==> config.mk <==
export PLATFORM = sky130hd
export DESIGN_NAME = calendar_to_epoch_seconds
export DESIGN_NICKNAME = d
export VERILOG_FILES = /design/src/design/cte_pkg.sv /design/src/design/cte_pipe_ctrl.sv /design/src/design/calendar_to_epoch_seconds.sv
export SDC_FILE = /design/constraint.sdc
export NUM_CORES = 1
export LEC_CHECK = 0
export ABC_AREA = 1
export BUFFER_PORTS_ARGS = -buffer_cell sky130_fd_sc_hd__buf_2
export CORE_MARGIN = 5
export CORE_UTILIZATION = 60
export DETAILED_ROUTE_END_ITERATION = 10
export GPL_ROUTABILITY_DRIVEN = 1
export GPL_TIMING_DRIVEN = 1
export PLACE_DENSITY = 0.81
export SETUP_SLACK_MARGIN = 0.02
export SKIP_CTS_REPAIR_TIMING = 1
export SYNTH_ARGS = -nofsm -noshare
export SYNTH_HDL_FRONTEND = slang
export SYNTH_SLANG_ARGS = --single-unit
==> constraint.sdc <==
create_clock -name aclk -period 7.5 [get_ports aclk]
set_input_delay 0.375 -clock aclk [delete_from_list [all_inputs] [get_ports aclk]]
set_output_delay 0.375 -clock aclk [all_outputs]
set_load 0.02 [all_outputs]
==> src/design/cte_pkg.sv <==
`timescale 1ns / 1ps
// ----------------------------------------------------------------------------
// cte_pkg
// Shared constants, types and the month table for the calendar to epoch
// seconds converter.
// ----------------------------------------------------------------------------
package cte_pkg;

    // register stages between the input and the output transfer
    localparam int NSTAGES = 6;

    localparam logic [11:0] TWO_DIGIT_LIMIT = 12'd69;
    localparam logic [12:0] CENTURY_BASE    = 13'd2000;
    localparam logic [12:0] EPOCH_YEAR      = 13'd1970;
    localparam logic [12:0] LAST_YEAR       = 13'd2099;

    // floor(x / 100) == (x * 5243) >> 19 for every x below 4096
    localparam logic [12:0] RECIP_100       = 13'd5243;
    localparam int          RECIP_SHIFT     = 19;

    // leap days in years 1..1969
    localparam logic [11:0] LEAPS_BEFORE_EPOCH = 12'd477;

    localparam logic signed [20:0] DAYS_PER_YEAR = 21'sd365;
    localparam logic signed [18:0] SECS_PER_HOUR = 19'sd3600;
    localparam logic signed [32:0] SECS_PER_DAY  = 33'sd86400;

    typedef struct packed {
        logic [NSTAGES-1:0] load;   // stage register takes its next value
        logic [NSTAGES-1:0] valid;  // stage holds a live item
    } cte_ctrl_t;

    function automatic logic [8:0] days_before_month(input logic [3:0] month);
        logic [8:0] d;
        case (month)
            4'd0:    d = 9'd0;
            4'd1:    d = 9'd31;
            4'd2:    d = 9'd59;
            4'd3:    d = 9'd90;
            4'd4:    d = 9'd120;
            4'd5:    d = 9'd151;
            4'd6:    d = 9'd181;
            4'd7:    d = 9'd212;
            4'd8:    d = 9'd243;
            4'd9:    d = 9'd273;
            4'd10:   d = 9'd304;
            default: d = 9'd334;
        endcase
        return d;
    endfunction

endpackage

==> src/design/cte_pipe_ctrl.sv <==
`timescale 1ns / 1ps
// ----------------------------------------------------------------------------
// cte_pipe_ctrl
// Valid tracking and per-stage load enables for the converter pipeline.
// A stage loads when it is empty or its successor loads, so bubbles close
// up behind a stalled output.
// ----------------------------------------------------------------------------
module cte_pipe_ctrl
    import cte_pkg::*;
(
    input  logic      aclk,
    input  logic      aresetn,
    input  logic      in_valid,
    output logic      in_ready,
    input  logic      out_ready,
    output cte_ctrl_t ctrl
);

    logic [NSTAGES-1:0] valid_reg;
    logic [NSTAGES-1:0] valid_next;
    logic [NSTAGES-1:0] load;

    always_comb begin
        load[NSTAGES-1] = out_ready | ~valid_reg[NSTAGES-1];
        for (int k = NSTAGES - 2; k >= 0; k--) begin
            load[k] = load[k+1] | ~valid_reg[k];
        end
        valid_next[0] = load[0] ? in_valid : valid_reg[0];
        for (int k = 1; k < NSTAGES; k++) begin
            if (load[k]) begin
                valid_next[k] = valid_reg[k-1];
            end else begin
                valid_next[k] = valid_reg[k];
            end
        end
    end

    always_ff @(posedge aclk) begin
        if (!aresetn) begin
            valid_reg <= '0;
        end else begin
            valid_reg <= valid_next;
        end
    end

    assign in_ready   = load[0];
    assign ctrl.load  = load;
    assign ctrl.valid = valid_reg;

endmodule

==> src/design/calendar_to_epoch_seconds.sv <==
`timescale 1ns / 1ps
// ----------------------------------------------------------------------------
// calendar_to_epoch_seconds
// Converts a calendar date and time to seconds since 1970-01-01 00:00:00,
// less a configured zone offset in hours.
// ----------------------------------------------------------------------------
// Throughput is one transfer per cycle while m_ready is high. The six
// register stages are: year fold and time of day prep; the constant
// multiplies (year/100 reciprocals, (year-1970)*365, hour*3600); leap
// test and day-of-year sum; total days; days*86400; final add. Each
// stage advances on its own, so a stalled output only holds items behind
// it until the empty stages fill. Years below 69 read as 20xx. The zone
// register is sampled as items pass, so write it only while the block is
// drained.
// ----------------------------------------------------------------------------
module calendar_to_epoch_seconds
    import cte_pkg::*;
(
    input  logic               aclk,
    input  logic               aresetn,
    input  logic               cfg_we,
    input  logic signed [4:0]  cfg_wdata,
    input  logic               s_valid,
    output logic               s_ready,
    input  logic [11:0]        s_year_in,
    input  logic [3:0]         s_month_index,
    input  logic [4:0]         s_day_of_month,
    input  logic [4:0]         s_hour_in,
    input  logic [5:0]         s_minute_in,
    input  logic [5:0]         s_second_in,
    output logic               m_valid,
    input  logic               m_ready,
    output logic signed [32:0] m_epoch_seconds,
    output logic               m_year_out_of_range
);

    cte_ctrl_t ctrl;

    logic signed [4:0] zone_reg;

    // stage 1
    logic [12:0]       s1_year_reg,  s1_year_next;
    logic [3:0]        s1_month_reg, s1_month_next;
    logic [4:0]        s1_day_reg;
    logic signed [6:0] s1_hz_reg,    s1_hz_next;
    logic [11:0]       s1_ms_reg,    s1_ms_next;
    logic              s1_oor_reg,   s1_oor_next;
    // stage 2
    logic [12:0]        ym1;
    logic [12:0]        s2_year_reg;
    logic [9:0]         s2_q4_reg;
    logic [24:0]        s2_p100_reg, s2_p100_next;
    logic [22:0]        s2_p400_reg, s2_p400_next;
    logic [24:0]        s2_py_reg,   s2_py_next;
    logic signed [13:0] ydiff;
    logic signed [20:0] s2_ydays_reg, s2_ydays_next;
    logic signed [18:0] s2_tod_reg,   s2_tod_next;
    logic [8:0]         s2_dbm_reg;
    logic               s2_after_feb_reg;
    logic [4:0]         s2_day_reg;
    logic               s2_oor_reg;
    // stage 3
    logic [5:0]         d100, ycent;
    logic [3:0]         d400;
    logic               leap;
    logic [11:0]        adj_sum;
    logic signed [11:0] s3_adj_reg;
    logic signed [20:0] s3_ydays_reg;
    logic signed [18:0] s3_tod_reg;
    logic               s3_oor_reg;
    // stage 4
    logic signed [20:0] s4_days_reg, s4_days_next;
    logic signed [18:0] s4_tod_reg;
    logic               s4_oor_reg;
    // stage 5
    logic signed [32:0] s5_dsec_reg, s5_dsec_next;
    logic signed [18:0] s5_tod_reg;
    logic               s5_oor_reg;
    // stage 6
    logic signed [32:0] s6_secs_reg, s6_secs_next;
    logic               s6_oor_reg;

    cte_pipe_ctrl u_ctrl (
        .aclk      (aclk),
        .aresetn   (aresetn),
        .in_valid  (s_valid),
        .in_ready  (s_ready),
        .out_ready (m_ready),
        .ctrl      (ctrl)
    );

    always_ff @(posedge aclk) begin
        if (!aresetn) begin
            zone_reg <= '0;
        end else if (cfg_we) begin
            zone_reg <= cfg_wdata;
        end
    end

    // ---- stage 1: year fold, month clamp, time of day parts
    always_comb begin
        if (s_year_in < TWO_DIGIT_LIMIT) begin
            s1_year_next = 13'(s_year_in) + CENTURY_BASE;
        end else begin
            s1_year_next = 13'(s_year_in);
        end
        s1_month_next = (s_month_index > 4'd11) ? 4'd11 : s_month_index;
        s1_oor_next   = (s1_year_next < EPOCH_YEAR) || (s1_year_next > LAST_YEAR);
        s1_hz_next    = $signed({2'b00, s_hour_in}) - 7'(zone_reg);
        s1_ms_next    = 12'(s_minute_in) * 12'd60 + 12'(s_second_in);
    end

    always_ff @(posedge aclk) begin
        if (ctrl.load[0]) begin
            s1_year_reg  <= s1_year_next;
            s1_month_reg <= s1_month_next;
            s1_day_reg   <= s_day_of_month;
            s1_hz_reg    <= s1_hz_next;
            s1_ms_reg    <= s1_ms_next;
            s1_oor_reg   <= s1_oor_next;
        end
    end

    // ---- stage 2: constant multiplies
    always_comb begin
        ym1           = s1_year_reg - 13'd1;
        s2_p100_next  = 25'(ym1) * 25'(RECIP_100);
        s2_p400_next  = 23'(ym1[11:2]) * 23'(RECIP_100);
        s2_py_next    = 25'(s1_year_reg) * 25'(RECIP_100);
        ydiff         = $signed({1'b0, s1_year_reg}) - $signed({1'b0, EPOCH_YEAR});
        s2_ydays_next = 21'(ydiff) * DAYS_PER_YEAR;
        s2_tod_next   = 19'(s1_hz_reg) * SECS_PER_HOUR + $signed({7'b0, s1_ms_reg});
    end

    always_ff @(posedge aclk) begin
        if (ctrl.load[1]) begin
            s2_year_reg      <= s1_year_reg;
            s2_q4_reg        <= ym1[11:2];
            s2_p100_reg      <= s2_p100_next;
            s2_p400_reg      <= s2_p400_next;
            s2_py_reg        <= s2_py_next;
            s2_ydays_reg     <= s2_ydays_next;
            s2_tod_reg       <= s2_tod_next;
            s2_dbm_reg       <= days_before_month(s1_month_reg);
            s2_after_feb_reg <= (s1_month_reg > 4'd1);
            s2_day_reg       <= s1_day_reg;
            s2_oor_reg       <= s1_oor_reg;
        end
    end

    // ---- stage 3: leap test, leap days since epoch, day within year
    always_comb begin
        d100  = s2_p100_reg[RECIP_SHIFT +: 6];
        d400  = s2_p400_reg[RECIP_SHIFT +: 4];
        ycent = s2_py_reg[RECIP_SHIFT +: 6];
        // century years are leap only when the century divides by four
        leap  = (s2_year_reg[1:0] == 2'b00)
              && ((13'(ycent) * 13'd100 != s2_year_reg) || (ycent[1:0] == 2'b00));
        adj_sum = 12'(s2_q4_reg) - 12'(d100) + 12'(d400) - LEAPS_BEFORE_EPOCH
                + 12'(s2_dbm_reg) + 12'(leap && s2_after_feb_reg)
                + 12'(s2_day_reg) - 12'd1;
    end

    always_ff @(posedge aclk) begin
        if (ctrl.load[2]) begin
            s3_adj_reg   <= $signed(adj_sum);
            s3_ydays_reg <= s2_ydays_reg;
            s3_tod_reg   <= s2_tod_reg;
            s3_oor_reg   <= s2_oor_reg;
        end
    end

    // ---- stage 4: total days
    assign s4_days_next = s3_ydays_reg + 21'(s3_adj_reg);

    always_ff @(posedge aclk) begin
        if (ctrl.load[3]) begin
            s4_days_reg <= s4_days_next;
            s4_tod_reg  <= s3_tod_reg;
            s4_oor_reg  <= s3_oor_reg;
        end
    end

    // ---- stage 5: days to seconds, kept modulo 2^33
    assign s5_dsec_next = 33'(s4_days_reg) * SECS_PER_DAY;

    always_ff @(posedge aclk) begin
        if (ctrl.load[4]) begin
            s5_dsec_reg <= s5_dsec_next;
            s5_tod_reg  <= s4_tod_reg;
            s5_oor_reg  <= s4_oor_reg;
        end
    end

    // ---- stage 6: add time of day, output register
    assign s6_secs_next = s5_dsec_reg + 33'(s5_tod_reg);

    always_ff @(posedge aclk) begin
        if (ctrl.load[5]) begin
            s6_secs_reg <= s6_secs_next;
            s6_oor_reg  <= s5_oor_reg;
        end
    end

    assign m_valid             = ctrl.valid[NSTAGES-1];
    assign m_epoch_seconds     = s6_secs_reg;
    assign m_year_out_of_range = s6_oor_reg;

endmodule

==> results.sh <==
export IMPL_outcome="finished, final reports clean"
export IMPL_largest_register_ffs=33
export IMPL_grt_use_total_pct=23.8
export IMPL_rsz0062_at_grt="false"
export IMPL_cts_sinks=321
export IMPL_synth_flop_cell="edfxtp_1"
export IMPL_hold_path_class="in2reg"
export IMPL_grt_pass1_wl_mm=117
export IMPL_cp_start_kind="flop"
export IMPL_arrival_ns=6.73
export IMPL_drc=0
export IMPL_wire_per_inst_um=15.9
export IMPL_htreeDepth=2
export IMPL_ys_ff_latch=321
export IMPL_drtPass1Iterations=5
export IMPL_required_ns=7.81
export IMPL_fin_crit_ns=6.42
export IMPL_syn_inst=3474
export IMPL_drt_total_wl_mm=69.3
export IMPL_setup_violations=0
export IMPL_num_vias=23427
export IMPL_syn2layout_area_growth_pct=8.10
export IMPL_grt_overflow=0
export IMPL_max_slew_margin_rel_pct=32.4
export IMPL_synth_edf_count=310
export IMPL_rows=86
export IMPL_cts_buffer_depth=3
export IMPL_grt_busiest_layer="met2"
export IMPL_yosysTopAreaCell="edfxtp_1"
export IMPL_synth_most_common_cell="inv_1"
export IMPL_io_buffers=83
export IMPL_drive_gt1_share_pct=6.07
export IMPL_hold_viol=0
export IMPL_whs_path_depth=1
export IMPL_grt_antenna_before_repair=1
export IMPL_finalWeightedCongestion=0.964
export IMPL_ios=84
export IMPL_ant_nets=0
export IMPL_grt_max_degree=56
export IMPL_slew_violations=0
export IMPL_start_util_pct=60.2
export IMPL_synth_area_um2=33000
export IMPL_reg2reg_depth=22
export IMPL_worstMarginPinSlew_ns=1.01
export IMPL_clkTransAtPathRegs_ns=0.06
export IMPL_cts_root_buf="clkbuf_16"
export IMPL_synth_common_cells="inv_1, ha_1, nand2_1"
export IMPL_finalCritPeriodShare_pct=85.6
export IMPL_yosys_warnings=0
export IMPL_critPathCaptureType="flop"
export IMPL_cpPeakStageDelay_ns=0.70
export IMPL_cp_common_cell="fa_1"
export IMPL_worstPathMaxFanout=10
export IMPL_finalClockSkew_ns=0.0311
export IMPL_die_h_um=244
export IMPL_pre_cts_slack_ns=1.14
export IMPL_dieArea_um2=59700
export IMPL_cp_num_buf_inv=5
export IMPL_max_freq_mhz=156
export IMPL_synth_top_cell_area_share_pct=28.2
export IMPL_die_x_um=244
export IMPL_grt_pass1_vias=24167
export IMPL_synth_nets=4372
export IMPL_core_area_um2=54800
export IMPL_max_cap_violations=0
export IMPL_cp_num_cells=22
export IMPL_worst_setup_path_type="reg2reg"
export IMPL_synth_area_leaders="edfxtp_1, ha_1, fa_1"
export IMPL_drt_initial_drc_count=1534
export IMPL_use_met2_pct=41.7
export IMPL_hpwl_mm=56.2
export IMPL_synthDistinctLibCells=52
export IMPL_ys_seq_area_share_pct=28.9
export IMPL_layout_nets=4511
export IMPL_grt_use_met1_pct=31.3
export IMPL_cts_tree="yes"
export IMPL_setup_ws_ns=1.08
export IMPL_cpLargestDelayFamily="adder cells"
export IMPL_async_flop_share_pct=0
export IMPL_synth_area_per_cell_um2=9.49
export IMPL_crit_slowest_cell="fa_1"
export IMPL_tns_ns=0
export IMPL_clk_latency_ns=0.57
export IMPL_crit_chain="inv_2, ha_1, nand2_2, nand2_2, nand3_1, xor2_1, inv_1, fa_1, fa_1, fa_1, inv_1, fa_1, inv_1, fa_1, inv_1, ha_1, a21o_1, a21boi_0, nand2_1, nand2_1, nand3_1, xor2_1"
export IMPL_numCtsBuffers=36
export IMPL_viasPerCell=5.39
export IMPL_grtUsageMet3_pct=3.32
[per-layer routing]
layer / up-vias / wire [um] / share of wire (%)
met4: 0 / 1820 / 2.6
met3: 131 / 3430 / 4.9
met5: - / 0 / 0
met1: 11085 / 29800 / 43
met2: 644 / 34200 / 49
li1: 11567 / - / -
[worst reg2reg max path, cell delays in order (launching register included)]
cell,delay (ns)
edfxtp_1,0.57
inv_2,0.25
ha_1,0.28
nand2_2,0.09
nand2_2,0.09
nand3_1,0.09
xor2_1,0.58
inv_1,0.35
fa_1,0.70
fa_1,0.47
fa_1,0.51
inv_1,0.05
fa_1,0.53
inv_1,0.05
fa_1,0.50
inv_1,0.05
ha_1,0.32
a21o_1,0.20
a21boi_0,0.15
nand2_1,0.07
nand2_1,0.05
nand3_1,0.09
xor2_1,0.15
[layout by cell type, fill, tap and decap left out, drive strengths merged, types with 10 or more instances in the layout]
cell type	instances
a21o	24
a21oi	195
buf	98
clkbuf	42
clkinv	10
dfxtp	11
edfxtp	310
fa	271
ha	579
inv	795
nand2	536
nand3	127
nand3b	18
nand4	52
nor2	180
nor3	32
o21a	13
o21ai	108
o21bai	12
or2	14
xnor2	50
xor2	112
[final timing paths]
| check | from | endpoint | slack (ns) |
|---|---|---|---|
| setup / recovery | s1_year_reg[1] | s2_p400_reg[21] | 1.08 |
| hold / removal | s_year_in[0] | s1_year_reg[0] | 0.03 |
| setup reg to reg | s1_year_reg[1] | s2_p400_reg[21] | 1.08 |
| hold reg to reg | s4_tod_reg[17] | s5_tod_reg[17] | 0.41 |
[cell families (layout without fill, tap and decap cells)]
family	after synthesis	after routing	synth area share, %
buf+inv	791	958	9.01
xor+xnor	162	162	4.37
simple gates	972	972	12.8
other cells	1	2	0.0114
fa+ha+maj	850	850	38.4
flops	321	321	28.9
compound gates	377	377	6.46
[metrics by stage]
step                instances  util (%)  cell area (um2)  hold WS [ns]
floorplan                3474         -            33000         0.400
global placement         4273      62.8            34400         0.400
detailed placement       4273      62.8            34400         0.405
CTS                      4339      65.0            35600       -0.0272
global route             4345      65.1            35600        0.0156
finish                   4346      65.1            35600        0.0263
[layout make-up]
type / instances / area (um2)
clock inverters: 24 / 264
multi-input cells: 2362 / 20500
clock buffers: 42 / 943
fillers: 4128 / 19100
inverters: 788 / 2960
repair buffers: 104 / 588
flip-flops and latches: 321 / 9530
well taps: 704 / 881
diodes: 1 / 2.50
Power is not shown: default switching activity piles up to over one toggle a cycle in this logic, so the estimate is an artifact.
